`src/trirast_pkg.sv`:
```
// ----------------------------------------------------------------------------
// Triangle edge rasterizer package
// Field widths, register codes, reset values and shared helpers.
// ----------------------------------------------------------------------------
`default_nettype none

package trirast_pkg;

	localparam int COORD_BITS_DEF    = 12;
	localparam int MAX_FRAME_DIM_DEF = 4096;

	localparam int DIM_BITS      = 13;
	localparam int BPP_BITS      = 3;
	localparam int PIX_BITS      = 12;
	localparam int ADDR_BITS     = 26;
	localparam int CFG_IDX_BITS  = 2;
	localparam int CFG_DATA_BITS = 13;

	localparam logic [DIM_BITS-1:0] FRAME_WIDTH_RST  = 13'd640;
	localparam logic [DIM_BITS-1:0] FRAME_HEIGHT_RST = 13'd480;
	localparam logic [BPP_BITS-1:0] BPP_RST          = 3'd4;

	typedef enum logic [CFG_IDX_BITS-1:0] {
		REG_FRAME_WIDTH     = 2'd0,
		REG_FRAME_HEIGHT    = 2'd1,
		REG_BYTES_PER_PIXEL = 2'd2
	} cfg_reg_t;

	typedef enum logic {
		CMD_LOAD = 1'b0,
		CMD_STEP = 1'b1
	} cmd_t;

	// Control that travels with a pixel down the pipeline.
	typedef struct packed {
		logic valid;
		logic last;
	} stage_ctl_t;

	// Frame dimensions above the supported maximum are taken as the maximum.
	function automatic logic [DIM_BITS-1:0] clamp_dim(input logic [DIM_BITS-1:0] d,
			input int unsigned lim);
		if (32'(d) > lim) begin
			return DIM_BITS'(lim);
		end
		return d;
	endfunction

endpackage

`default_nettype wire

```
`src/trirast_scan.sv`:
```
// ----------------------------------------------------------------------------
// Triangle scan front end
// Holds the loaded triangle and its clipped bounding box, walks the box in
// row-major order and registers each pixel with its edge operand deltas.
// ----------------------------------------------------------------------------
`default_nettype none

module trirast_scan #(
	parameter int COORD_BITS = trirast_pkg::COORD_BITS_DEF
) (
	input  logic                               clk,
	input  logic                               arst_n,
	input  logic                               in_valid,
	output logic                               in_stall,
	input  logic                               command,
	input  logic signed [COORD_BITS-1:0]       vert_x [3],
	input  logic signed [COORD_BITS-1:0]       vert_y [3],
	input  logic [trirast_pkg::DIM_BITS-1:0]   frame_w,
	input  logic [trirast_pkg::DIM_BITS-1:0]   frame_h,
	input  logic                               next_ready,
	output trirast_pkg::stage_ctl_t            ctl_s1,
	output logic [COORD_BITS-2:0]              px_s1,
	output logic [COORD_BITS-2:0]              py_s1,
	output logic signed [COORD_BITS:0]         dx_s1 [3],
	output logic signed [COORD_BITS:0]         dy_s1 [3],
	output logic signed [COORD_BITS:0]         qx_s1 [3],
	output logic signed [COORD_BITS:0]         qy_s1 [3]
);
	import trirast_pkg::*;

	localparam int XW = COORD_BITS - 1;
	localparam int DW = COORD_BITS + 1;
	localparam int CW = ((COORD_BITS > DIM_BITS) ? COORD_BITS : DIM_BITS) + 1;

	logic signed [COORD_BITS-1:0] vx_q [3];
	logic signed [COORD_BITS-1:0] vy_q [3];
	logic [XW-1:0] min_x_q, min_y_q, end_x_q, end_y_q;
	logic [XW-1:0] scan_x_q, scan_y_q;
	logic          scan_active_q;

	logic signed [COORD_BITS-1:0] lo_x, hi_x, lo_y, hi_y;
	logic signed [CW-1:0] hi_x_ext, hi_y_ext, w_ext, h_ext, end_x_full, end_y_full;
	logic signed [CW-1:0] min_x_ext, min_y_ext;
	logic [XW-1:0] min_x_c, min_y_c;
	logic          active_c;
	logic [XW:0]   inc_x, inc_y;
	logic          last_x, last_y, last_c;
	logic          ready, accept, is_load, emit;
	logic signed [DW-1:0] dx_c [3], dy_c [3], qx_c [3], qy_c [3];

	assign ready    = !ctl_s1.valid || next_ready;
	assign in_stall = !ready;
	assign accept   = in_valid && ready;
	assign is_load  = (command == CMD_LOAD);
	assign emit     = accept && !is_load && scan_active_q;

	// Bounding box of the incoming vertices, clipped to the frame.
	always_comb begin
		lo_x = vert_x[0];
		hi_x = vert_x[0];
		lo_y = vert_y[0];
		hi_y = vert_y[0];
		for (int i = 1; i < 3; i++) begin
			if (vert_x[i] < lo_x) lo_x = vert_x[i];
			if (vert_x[i] > hi_x) hi_x = vert_x[i];
			if (vert_y[i] < lo_y) lo_y = vert_y[i];
			if (vert_y[i] > hi_y) hi_y = vert_y[i];
		end
		min_x_c    = lo_x[COORD_BITS-1] ? '0 : lo_x[XW-1:0];
		min_y_c    = lo_y[COORD_BITS-1] ? '0 : lo_y[XW-1:0];
		hi_x_ext   = $signed({{(CW-COORD_BITS){hi_x[COORD_BITS-1]}}, hi_x});
		hi_y_ext   = $signed({{(CW-COORD_BITS){hi_y[COORD_BITS-1]}}, hi_y});
		w_ext      = $signed({{(CW-DIM_BITS){1'b0}}, frame_w});
		h_ext      = $signed({{(CW-DIM_BITS){1'b0}}, frame_h});
		end_x_full = (hi_x_ext > w_ext) ? w_ext : hi_x_ext;
		end_y_full = (hi_y_ext > h_ext) ? h_ext : hi_y_ext;
		min_x_ext  = $signed({{(CW-XW){1'b0}}, min_x_c});
		min_y_ext  = $signed({{(CW-XW){1'b0}}, min_y_c});
		active_c   = (min_x_ext < end_x_full) && (min_y_ext < end_y_full);
	end

	always_comb begin
		inc_x  = {1'b0, scan_x_q} + 1'b1;
		inc_y  = {1'b0, scan_y_q} + 1'b1;
		last_x = (inc_x >= {1'b0, end_x_q});
		last_y = (inc_y >= {1'b0, end_y_q});
		last_c = last_x && last_y;
	end

	// Edge i runs from vertex i to the next vertex round the triangle.
	always_comb begin
		logic [1:0] nxt;
		for (int i = 0; i < 3; i++) begin
			nxt     = (i == 2) ? 2'd0 : 2'(i + 1);
			dx_c[i] = $signed({vx_q[nxt][COORD_BITS-1], vx_q[nxt]})
				- $signed({vx_q[i][COORD_BITS-1], vx_q[i]});
			dy_c[i] = $signed({vy_q[nxt][COORD_BITS-1], vy_q[nxt]})
				- $signed({vy_q[i][COORD_BITS-1], vy_q[i]});
			qx_c[i] = $signed({2'b00, scan_x_q}) - $signed({vx_q[i][COORD_BITS-1], vx_q[i]});
			qy_c[i] = $signed({2'b00, scan_y_q}) - $signed({vy_q[i][COORD_BITS-1], vy_q[i]});
		end
	end

	always_ff @(posedge clk or negedge arst_n) begin
		if (!arst_n) begin
			scan_active_q <= 1'b0;
			ctl_s1        <= '0;
		end else begin
			if (accept && is_load) begin
				scan_active_q <= active_c;
			end else if (emit && last_c) begin
				scan_active_q <= 1'b0;
			end
			if (ready) begin
				ctl_s1.valid <= emit;
				ctl_s1.last  <= last_c;
			end
		end
	end

	always_ff @(posedge clk) begin
		if (accept && is_load) begin
			vx_q     <= vert_x;
			vy_q     <= vert_y;
			min_x_q  <= min_x_c;
			min_y_q  <= min_y_c;
			end_x_q  <= end_x_full[XW-1:0];
			end_y_q  <= end_y_full[XW-1:0];
			scan_x_q <= min_x_c;
			scan_y_q <= min_y_c;
		end else if (emit) begin
			if (last_x) begin
				scan_x_q <= min_x_q;
				scan_y_q <= inc_y[XW-1:0];
			end else begin
				scan_x_q <= inc_x[XW-1:0];
			end
		end
		if (ready && emit) begin
			px_s1 <= scan_x_q;
			py_s1 <= scan_y_q;
			dx_s1 <= dx_c;
			dy_s1 <= dy_c;
			qx_s1 <= qx_c;
			qy_s1 <= qy_c;
		end
	end

endmodule

`default_nettype wire

```
`src/trirast_mul.sv`:
```
// ----------------------------------------------------------------------------
// Triangle edge product stage
// Forms the two cross product terms of each edge and the row offset of the
// pixel in the frame buffer.
// ----------------------------------------------------------------------------
`default_nettype none

module trirast_mul #(
	parameter int COORD_BITS = trirast_pkg::COORD_BITS_DEF
) (
	input  logic                                  clk,
	input  logic                                  arst_n,
	input  trirast_pkg::stage_ctl_t               ctl_s1,
	input  logic [COORD_BITS-2:0]                 px_s1,
	input  logic [COORD_BITS-2:0]                 py_s1,
	input  logic signed [COORD_BITS:0]            dx_s1 [3],
	input  logic signed [COORD_BITS:0]            dy_s1 [3],
	input  logic signed [COORD_BITS:0]            qx_s1 [3],
	input  logic signed [COORD_BITS:0]            qy_s1 [3],
	input  logic [trirast_pkg::DIM_BITS-1:0]      pitch,
	input  logic                                  next_ready,
	output logic                                  ready,
	output trirast_pkg::stage_ctl_t               ctl_s2,
	output logic [COORD_BITS-2:0]                 px_s2,
	output logic [COORD_BITS-2:0]                 py_s2,
	output logic signed [2*COORD_BITS+1:0]        pa_s2 [3],
	output logic signed [2*COORD_BITS+1:0]        pb_s2 [3],
	output logic [trirast_pkg::ADDR_BITS-1:0]     row_s2
);
	import trirast_pkg::*;

	localparam int XW = COORD_BITS - 1;
	localparam int PW = 2 * COORD_BITS + 2;
	localparam int RW = XW + DIM_BITS;

	logic signed [PW-1:0] pa_c [3], pb_c [3];
	logic [RW-1:0]        row_full;

	assign ready = !ctl_s2.valid || next_ready;

	always_comb begin
		for (int i = 0; i < 3; i++) begin
			pa_c[i] = PW'(dx_s1[i]) * PW'(qy_s1[i]);
			pb_c[i] = PW'(dy_s1[i]) * PW'(qx_s1[i]);
		end
		row_full = {{DIM_BITS{1'b0}}, py_s1} * {{XW{1'b0}}, pitch};
	end

	always_ff @(posedge clk or negedge arst_n) begin
		if (!arst_n) begin
			ctl_s2 <= '0;
		end else if (ready) begin
			ctl_s2 <= ctl_s1;
		end
	end

	always_ff @(posedge clk) begin
		if (ready && ctl_s1.valid) begin
			px_s2  <= px_s1;
			py_s2  <= py_s1;
			pa_s2  <= pa_c;
			pb_s2  <= pb_c;
			row_s2 <= ADDR_BITS'(row_full);
		end
	end

endmodule

`default_nettype wire

```
`src/trirast_out.sv`:
```
// ----------------------------------------------------------------------------
// Triangle coverage and address stage
// Resolves the edge signs into coverage, finishes the byte address and holds
// the result in the output register until it is taken.
// ----------------------------------------------------------------------------
`default_nettype none

module trirast_out #(
	parameter int COORD_BITS = trirast_pkg::COORD_BITS_DEF
) (
	input  logic                                  clk,
	input  logic                                  arst_n,
	input  trirast_pkg::stage_ctl_t               ctl_s2,
	input  logic [COORD_BITS-2:0]                 px_s2,
	input  logic [COORD_BITS-2:0]                 py_s2,
	input  logic signed [2*COORD_BITS+1:0]        pa_s2 [3],
	input  logic signed [2*COORD_BITS+1:0]        pb_s2 [3],
	input  logic [trirast_pkg::ADDR_BITS-1:0]     row_s2,
	input  logic [trirast_pkg::BPP_BITS-1:0]      bpp,
	output logic                                  ready,
	output logic                                  out_valid,
	input  logic                                  out_stall,
	output logic [trirast_pkg::PIX_BITS-1:0]      pixel_x,
	output logic [trirast_pkg::PIX_BITS-1:0]      pixel_y,
	output logic                                  covered,
	output logic [trirast_pkg::ADDR_BITS-1:0]     byte_address,
	output logic                                  last_pixel
);
	import trirast_pkg::*;

	localparam int PW = 2 * COORD_BITS + 2;
	localparam int EW = PW + 1;

	logic signed [EW-1:0] edge_c [3];
	logic [2:0]           non_neg, non_pos;
	logic                 cov_c;
	logic [ADDR_BITS-1:0] addr_sum, addr_c;

	assign ready = !out_valid || !out_stall;

	// A pixel is inside when all edges of the triangle agree in sign; zero counts as both.
	always_comb begin
		for (int i = 0; i < 3; i++) begin
			edge_c[i]  = $signed({pa_s2[i][PW-1], pa_s2[i]}) - $signed({pb_s2[i][PW-1], pb_s2[i]});
			non_neg[i] = !edge_c[i][EW-1];
			non_pos[i] = edge_c[i][EW-1] || (edge_c[i] == '0);
		end
		cov_c    = (&non_neg) || (&non_pos);
		addr_sum = row_s2 + ADDR_BITS'(px_s2);
		addr_c   = ADDR_BITS'(addr_sum * ADDR_BITS'(bpp));
	end

	always_ff @(posedge clk or negedge arst_n) begin
		if (!arst_n) begin
			out_valid <= 1'b0;
		end else if (ready) begin
			out_valid <= ctl_s2.valid;
		end
	end

	always_ff @(posedge clk) begin
		if (ready && ctl_s2.valid) begin
			pixel_x      <= PIX_BITS'(px_s2);
			pixel_y      <= PIX_BITS'(py_s2);
			covered      <= cov_c;
			byte_address <= addr_c;
			last_pixel   <= ctl_s2.last;
		end
	end

endmodule

`default_nettype wire

```
`src/triangle_edge_rasterizer_unit.sv`:
```
// ----------------------------------------------------------------------------
// Triangle edge rasterizer
// Scans the clipped bounding box of a loaded triangle one pixel per step and
// reports coverage and frame buffer byte address for each pixel.
// ----------------------------------------------------------------------------
// A step transfer passes the scan, edge product and output registers in that
// order. One item is taken per clock while the input is not stalled; the input
// stalls only when all three registers hold pixels and the output is stalled.
// Loads and idle steps give no result.
// Reset clears the pipeline, leaves no triangle loaded and sets the frame to
// 640 by 480 at four bytes per pixel.
`default_nettype none

module triangle_edge_rasterizer_unit #(
	parameter int          COORD_BITS    = trirast_pkg::COORD_BITS_DEF,
	parameter int unsigned MAX_FRAME_DIM = trirast_pkg::MAX_FRAME_DIM_DEF
) (
	input  logic                                   clk,
	input  logic                                   arst_n,
	input  logic                                   cfg_valid,
	output logic                                   cfg_ready,
	input  logic [trirast_pkg::CFG_IDX_BITS-1:0]   cfg_index,
	input  logic [trirast_pkg::CFG_DATA_BITS-1:0]  cfg_data,
	input  logic                                   in_valid,
	output logic                                   in_stall,
	input  logic                                   command,
	input  logic signed [COORD_BITS-1:0]           vert0_x,
	input  logic signed [COORD_BITS-1:0]           vert0_y,
	input  logic signed [COORD_BITS-1:0]           vert1_x,
	input  logic signed [COORD_BITS-1:0]           vert1_y,
	input  logic signed [COORD_BITS-1:0]           vert2_x,
	input  logic signed [COORD_BITS-1:0]           vert2_y,
	output logic                                   out_valid,
	input  logic                                   out_stall,
	output logic [trirast_pkg::PIX_BITS-1:0]       pixel_x,
	output logic [trirast_pkg::PIX_BITS-1:0]       pixel_y,
	output logic                                   covered,
	output logic [trirast_pkg::ADDR_BITS-1:0]      byte_address,
	output logic                                   last_pixel
);
	import trirast_pkg::*;

	localparam int XW = COORD_BITS - 1;
	localparam int DW = COORD_BITS + 1;
	localparam int PW = 2 * COORD_BITS + 2;

	logic [DIM_BITS-1:0] frame_width_q, frame_height_q;
	logic [BPP_BITS-1:0] bpp_q;
	logic [DIM_BITS-1:0] width_eff, height_eff;

	logic signed [COORD_BITS-1:0] vert_x [3], vert_y [3];
	stage_ctl_t           ctl_s1, ctl_s2;
	logic [XW-1:0]        px_s1, py_s1, px_s2, py_s2;
	logic signed [DW-1:0] dx_s1 [3], dy_s1 [3], qx_s1 [3], qy_s1 [3];
	logic signed [PW-1:0] pa_s2 [3], pb_s2 [3];
	logic [ADDR_BITS-1:0] row_s2;
	logic                 ready_s2, ready_out;

	assign cfg_ready  = 1'b1;
	assign width_eff  = clamp_dim(frame_width_q, MAX_FRAME_DIM);
	assign height_eff = clamp_dim(frame_height_q, MAX_FRAME_DIM);

	always_ff @(posedge clk or negedge arst_n) begin
		if (!arst_n) begin
			frame_width_q  <= FRAME_WIDTH_RST;
			frame_height_q <= FRAME_HEIGHT_RST;
			bpp_q          <= BPP_RST;
		end else if (cfg_valid && cfg_ready) begin
			case (cfg_index)
				REG_FRAME_WIDTH:     frame_width_q  <= cfg_data;
				REG_FRAME_HEIGHT:    frame_height_q <= cfg_data;
				REG_BYTES_PER_PIXEL: bpp_q          <= cfg_data[BPP_BITS-1:0];
				default: ;
			endcase
		end
	end

	assign vert_x[0] = vert0_x;
	assign vert_x[1] = vert1_x;
	assign vert_x[2] = vert2_x;
	assign vert_y[0] = vert0_y;
	assign vert_y[1] = vert1_y;
	assign vert_y[2] = vert2_y;

	trirast_scan #(.COORD_BITS(COORD_BITS)) u_scan (
		.clk        (clk),
		.arst_n     (arst_n),
		.in_valid   (in_valid),
		.in_stall   (in_stall),
		.command    (command),
		.vert_x     (vert_x),
		.vert_y     (vert_y),
		.frame_w    (width_eff),
		.frame_h    (height_eff),
		.next_ready (ready_s2),
		.ctl_s1     (ctl_s1),
		.px_s1      (px_s1),
		.py_s1      (py_s1),
		.dx_s1      (dx_s1),
		.dy_s1      (dy_s1),
		.qx_s1      (qx_s1),
		.qy_s1      (qy_s1)
	);

	trirast_mul #(.COORD_BITS(COORD_BITS)) u_mul (
		.clk        (clk),
		.arst_n     (arst_n),
		.ctl_s1     (ctl_s1),
		.px_s1      (px_s1),
		.py_s1      (py_s1),
		.dx_s1      (dx_s1),
		.dy_s1      (dy_s1),
		.qx_s1      (qx_s1),
		.qy_s1      (qy_s1),
		.pitch      (width_eff),
		.next_ready (ready_out),
		.ready      (ready_s2),
		.ctl_s2     (ctl_s2),
		.px_s2      (px_s2),
		.py_s2      (py_s2),
		.pa_s2      (pa_s2),
		.pb_s2      (pb_s2),
		.row_s2     (row_s2)
	);

	trirast_out #(.COORD_BITS(COORD_BITS)) u_out (
		.clk          (clk),
		.arst_n       (arst_n),
		.ctl_s2       (ctl_s2),
		.px_s2        (px_s2),
		.py_s2        (py_s2),
		.pa_s2        (pa_s2),
		.pb_s2        (pb_s2),
		.row_s2       (row_s2),
		.bpp          (bpp_q),
		.ready        (ready_out),
		.out_valid    (out_valid),
		.out_stall    (out_stall),
		.pixel_x      (pixel_x),
		.pixel_y      (pixel_y),
		.covered      (covered),
		.byte_address (byte_address),
		.last_pixel   (last_pixel)
	);

endmodule

`default_nettype wire

```
`config.mk`:
```
export PLATFORM = sky130hd
export DESIGN_NAME = triangle_edge_rasterizer_unit
export DESIGN_NICKNAME = d
export VERILOG_FILES = /design/src/trirast_pkg.sv /design/src/trirast_scan.sv /design/src/trirast_mul.sv /design/src/trirast_out.sv /design/src/triangle_edge_rasterizer_unit.sv
export SDC_FILE = /design/constraint.sdc
export NUM_CORES = 2
export LEC_CHECK = 0
export BUFFER_PORTS_ARGS = -buffer_cell sky130_fd_sc_hd__buf_2
export CAP_MARGIN = 20
export CORE_ASPECT_RATIO = 2
export CORE_UTILIZATION = 40
export CTS_BUF_LIST = sky130_fd_sc_hd__clkbuf_8
export CTS_CLUSTER_SIZE = 20
export DETAILED_ROUTE_END_ITERATION = 8
export PLACE_DENSITY_LB_ADDON = 0.25
export SETUP_SLACK_MARGIN = 0.1
export SLEW_MARGIN = 40
export SYNTH_ARGS = -nofsm -noshare
export SYNTH_HDL_FRONTEND = slang
export SYNTH_SLANG_ARGS = --single-unit
```
`constraint.sdc`:
```
create_clock -name clk -period 14.2 [get_ports clk]
set_input_delay 2.84 -clock clk [delete_from_list [all_inputs] [get_ports clk]]
set_output_delay 2.84 -clock clk [all_outputs]
set_load 0.01 [all_outputs]
```
# == After elaboration in Yosys (flattened, before gate mapping) ==
# Cells that the tools add are included.
# op_classes
n_addsub,18
n_div,0
order_cmp,16
n_eq_ne,2
n_mul,8
shifts,0
bitwise,1
reduce_logical,38
n_mux,26
# ops
op,count
multiplier 13 x 13 -> 26 bit,6
subtractor 12 x 12 -> 13 bit,12
2-to-1 mux 12 bit,8
2-to-1 mux 11 bit,8
logical NOT 27 bit,3
subtractor 26 x 26 -> 27 bit,3
2-to-1 mux 13 bit,4
> comparator 12 bit,4
less-than comparator 12 bit,4
> comparator 12 x 14 -> 1 bit,2
less-than comparator 12 x 14 -> 1 bit,2
2-to-1 mux 14 bit,2
"> comparator 13 bit, second input constant",2
multiplier 26 x 3 -> 26 bit,1
adder 24 x 11 -> 25 bit,1
"adder 11 x 1 -> 12 bit, second input constant",2
greater-or-equal comparator 12 x 11 -> 1 bit,2
multiplier 11 x 13 -> 24 bit,1
logical AND 1 bit,10
logical NOT 1 bit,8
AND reduction 2 bit,4
logical OR 1 bit,7
AND reduction 3 bit,2
nonzero test 2 bit,3
other kinds (5),8
# word_totals
regBits,592
input_bits,93
n_memories,0
mem_bits_rw,0
output_inout_bits,55
latchBits,0
word_cells,157
mem_bits_ro,0

# == Longest topological paths before layout ==
# depth
ltp_word,10
depth_mapped,41
mapped_depth_nobuf,38

# == Cells and area by module ==
# Synthesis repeated with hierarchy kept, for this count alone.
# unflattened
cells_unflattened,8286
hier_area_um2,80188.2
# by_module_without_submodules
module,seq_area_each_um2,instances,area_each_um2,cells_per_inst
trirast_mul,6115.9,1,48909.4,4962
trirast_scan,9233.9,1,20861.3,2050
trirast_out,1526.5,1,9115.0,1181
triangle_edge_rasterizer_unit,734.5,1,1302.5,93

# == Worst setup path before layout ==
# No wires, ideal clock.
# synth_path
kind,in2reg
start,in vert0_x[2]
end,reg u_scan.scan_active_q
setup_time_ns,0.067
required_ns,14.133
n_path_buf,3
path_slack_ns,4.459
path_stages,39
arrival_time_ns,9.674
cell_sequence,inv_1 > ha_1 > a21o_1 > a221o_1 > a21oi_1 > nor2_1 > nor3_1 > buf_2 > mux2i_1 > ha_1 > a21o_1 > a21oi_1 > nor2b_1 > o21ai_0 > a21oi_1 > o31ai_1 > clkbuf_1 > nor2_1 > [3 not listed] > o21a_1 > o21a_1 > o21ai_0 > a21oi_1 > a2111oi_0 > o21bai_1 > or2_1 > clkbuf_1 > nor2_1 > a21oi_1 > ha_1 > a21oi_1 > nor2b_1 > o21ai_0 > nand2b_1 > a221oi_1 > o211ai_1 > nand2_1
# synth_between
elab_chain_len,9
elab_cells_between_ends,14
cone_classes,order compare: 6; mux: 7; reduce/logical: 1
# synth_rtl
element,line,rtl
"start, declared",triangle_edge_rasterizer_unit.sv:27,"input logic signed [COORD_BITS-1:0] vert0_x,"
> comparator 12 bit,trirast_scan.sv:65,if (vert_x[i] > hi_x) hi_x = vert_x[i];
2-to-1 mux 12 bit,trirast_scan.sv:65,
> comparator 12 bit,trirast_scan.sv:65,
2-to-1 mux 12 bit,trirast_scan.sv:65,
> comparator 12 x 14 -> 1 bit,trirast_scan.sv:75,end_x_full = (hi_x_ext > w_ext) ? w_ext : hi_x_ext;
2-to-1 mux 14 bit,trirast_scan.sv:75,
less-than comparator 12 x 14 -> 1 bit (*),trirast_scan.sv:79,active_c = (min_x_ext < end_x_full) && (min_y_ext < end_y_full);
logical AND 1 bit (*),trirast_scan.sv:79,
2-to-1 mux 1 bit (*),trirast_scan.sv:109,if (accept && is_load) begin
"end signal, assigned",trirast_scan.sv:110,scan_active_q <= active_c;
"end, declared",trirast_scan.sv:39,logic scan_active_q;
# Mark *: on every way between the ends. The rest lies on a longest branch, timed or not.
# A chain may end at the register's enable or synchronous reset.

# == Worst setup path after layout ==
# layout_path
start,in vert0_y[5]
end,reg u_scan.scan_active_q
# layout_between
elab_chain_len,9
elab_cells_between_ends,14
cone_classes,order compare: 6; mux: 7; reduce/logical: 1
# layout_rtl
element,line,rtl
"start, declared",triangle_edge_rasterizer_unit.sv:28,"input logic signed [COORD_BITS-1:0] vert0_y,"
> comparator 12 bit,trirast_scan.sv:67,if (vert_y[i] > hi_y) hi_y = vert_y[i];
2-to-1 mux 12 bit,trirast_scan.sv:67,
> comparator 12 bit,trirast_scan.sv:67,
2-to-1 mux 12 bit,trirast_scan.sv:67,
> comparator 12 x 14 -> 1 bit,trirast_scan.sv:76,end_y_full = (hi_y_ext > h_ext) ? h_ext : hi_y_ext;
2-to-1 mux 14 bit,trirast_scan.sv:76,
less-than comparator 12 x 14 -> 1 bit (*),trirast_scan.sv:79,
logical AND 1 bit (*),trirast_scan.sv:79,
2-to-1 mux 1 bit (*),trirast_scan.sv:109,
# Marks and branches as above.

==> metrics.txt <==
Synth cell types 93; Critical path destination u_scan.scan_active_q$_DFFE_PN0P_; total number of vias 56,000; Synth Area per Inst 9.84 um2; Worst Clk Skew 0.0503 ns; Syn. warnings 0; RSZ-0062 raised after global routing no; IO Port Bufs 144; first-pass GRT wire length about 350,000 um; Antenna Nets Post-Route 0; routed len/inst around 21 um; CTS max path bufs 3; dpl ws 2.53 ns; Final period util 76.0%; Setup Viol. Count Final 0; vias in the first global route 61,300; antenna violations before repair 27; CP max-delay cell or4b_1; max incr delay on CP approximately 0.72 ns; synthesized area 78,600 um2; CP bufs+invs 2; highest-count cells in the layout ignoring fill and taps inv_1 (1,561), fa_1 (1,110), ha_1 (853), nand2_1 (842), edfxtp_1 (557); Post-CTS Setup Repair Bufs 0; R2R setup slack 7.20 ns; f_max 92.6 MHz; chip height 629 um; DR iter-0 viols 2,692; Crit Path Category primary input to flip-flop; Post-synth EDFFs 557; Skew-Pair Late Insertion Delay around 0.77 ns; Total GRT Usage around a quarter; ys flop type edfxtp_1; largest net degree at the start of global routing 79; critical path endpoint category flip-flop; reg2reg end u_mul.pa_s2[25]$_DFFE_PP_; placer congestion estimate approximately 0.94; IO Pins about 150; critical path depth 36; TritonCTS clock tree built; asr flop ratio synth 5.91%; CTS clk-pin slew, worst paths 0.07 ns; GRT overflow 0; cts repair resizes 0; Worst Path Required 14.89 ns; cell count after synthesis 7,994; FF-to-FF Start u_scan.dx_s1[6]$_DFFE_PP_; Setup crit start kind primary input; final hold vios 0; worst slew pin tran 0.918 ns; most common cell after layout, fill and taps aside inv_1; Worst Path Arrival 11.48 ns; H-tree Lvls 3; Setup crit start vert0_y[5]; Worst R2R Path Depth 25; Final Max Tran Viols 0; Final min period ~11 ns; number of CTS-inserted buffers 91; outcome finished, violations left; PnR worst setup slack 3.40 ns; synthesis-stage register bit count 592; Routed WL 226,000 um; via-per-instance ratio around 5.2; dpl hpwl 189,000 um; Post-CTS Hold Fix Bufs 0; max_cap viols 0; Starting Density 40.4%; slew margin rel. between 30% and 40%; TNS Setup 0 ns; die area ~200,000 um2; Root Buffer clkbuf_8; share of layout cells above drive strength 1 5.32%; CTS sink cnt 592; failing checks DRC; worst hold path class flip-flop to flip-flop; Pre-Repair DR Iteration Count 8; # rows 229; die width ~320 um; number of nets in the layout roughly 10,000; worst-path maximum fanout 14; register area share after synthesis 22.4%; # DRC 6; Area Growth Syn to Fin 6.81%; kind of cell adding the most delay to the critical path compound AO/OA/AOI/OAI gates; CORE AREA 195,000 um2
==> cells in the mapped netlist, types with 92 or more instances <==
master    number  area, um2
inv_1       1545       5800
fa_1        1110      22200
edfxtp_1     557      16700
nand2_1      842       3160
and2_1       503       3150
nor2_1       352       1320
nand3_1       92        460
o21ai_0      190        951
nand2b_1     133        832
clkbuf_1     218        818
a21o_1       125        938
nor2b_1       96        601
ha_1         853      10700
a21oi_1      239       1200
xnor2_1      245       2150
==> cell type report <==
| type | instances | area [um2] |
|---|---|---|
| inverter | 1545 | 5810 |
| tap | 2541 | 3180 |
| antenna | 15 | 37.5 |
| sequential | 592 | 17600 |
| timing repair buffer | 185 | 1080 |
| multi-input combinational | 5627 | 54400 |
| fill | 19000 | 111000 |
| clock inverter | 69 | 561 |
| clock buffer | 96 | 1320 |
==> layer usage <==
| metal | track usage, % | routed length, um | part of all wire [%] | vias up |
|---|---|---|---|---|
| met5 | 0 | 104 | 0.046 | - |
| met4 | 15.5 | 17800 | 7.9 | 18 |
| met3 | 2.58 | 9140 | 4.0 | 641 |
| met2 | 44.8 | 124000 | 55 | 1336 |
| met1 | 22.9 | 74900 | 33 | 28200 |
| li1 | - | - | - | 25700 |
==> sequential cells by signal, summed over array words and instances (netlist names), 24 cells and up <==
name,cells
u_out.byte_address,26
u_scan.qy_s1,39
u_mul.pb_s2,78
u_mul.pa_s2,78
u_mul.row_s2,24
u_scan.dx_s1,39
u_scan.vx_q,36
u_scan.dy_s1,39
u_scan.vy_q,36
u_scan.qx_s1,39
==> metrics by stage <==
| stage | utilization (%) | area (um2) | hold slack [ns] | instances |
|---|---|---|---|---|
| final | 43.1 | 84000 | 0.419 | 10700 |
| after global routing | 43.1 | 84000 | 0.416 | 10700 |
| after CTS | 43.1 | 83900 | 0.393 | 10700 |
| after detailed placement | 42.1 | 82100 | 0.406 | 10500 |
| after global placement | 42.1 | 82000 | 0.405 | 10500 |
| after floorplan | - | 78600 | 0.400 | 7995 |
==> cells by family (layout without fill, tap and decap cells) <==
logic type               after synthesis  after routing  share of synthesized area (%)
buffers and inverters               1776           1895                           8.51
adder cells (fa/ha/maj)             1963           1963                           41.8
AND/OR/NAND/NOR                     2269           2269                           14.1
multiplexers                         122            122                           1.63
flip-flops                           592            592                           22.4
XOR/XNOR                             322            322                           3.59
other                                  2             18                        0.00955
AO/OA/AOI/OAI                        948            948                           7.91
==> worst min-delay path by stage <==
stage | from | end | slack (ns) | cells past startpoint
2_1_floorplan | u_scan.px_s1[0]$_DFFE_PP_ | u_mul.px_s2[0]$_DFFE_PP_ | 0.40 | 0
3_3_place_gp | u_mul.py_s2[5]$_DFFE_PP_ | u_out.pixel_y[5]$_DFFE_PP_ | 0.40 | 0
3_5_place_dp | u_scan.px_s1[3]$_DFFE_PP_ | u_mul.px_s2[3]$_DFFE_PP_ | 0.41 | 0
4_1_cts | u_scan.px_s1[2]$_DFFE_PP_ | u_mul.px_s2[2]$_DFFE_PP_ | 0.39 | 0
5_1_grt | u_scan.px_s1[7]$_DFFE_PP_ | u_mul.px_s2[7]$_DFFE_PP_ | 0.42 | 0
6_report | u_scan.px_s1[7]$_DFFE_PP_ | u_mul.px_s2[7]$_DFFE_PP_ | 0.42 | 0
Power is left out: the tool's default activity adds up to more than one toggle a clock period on the data nets, which glitch-free logic cannot reach.
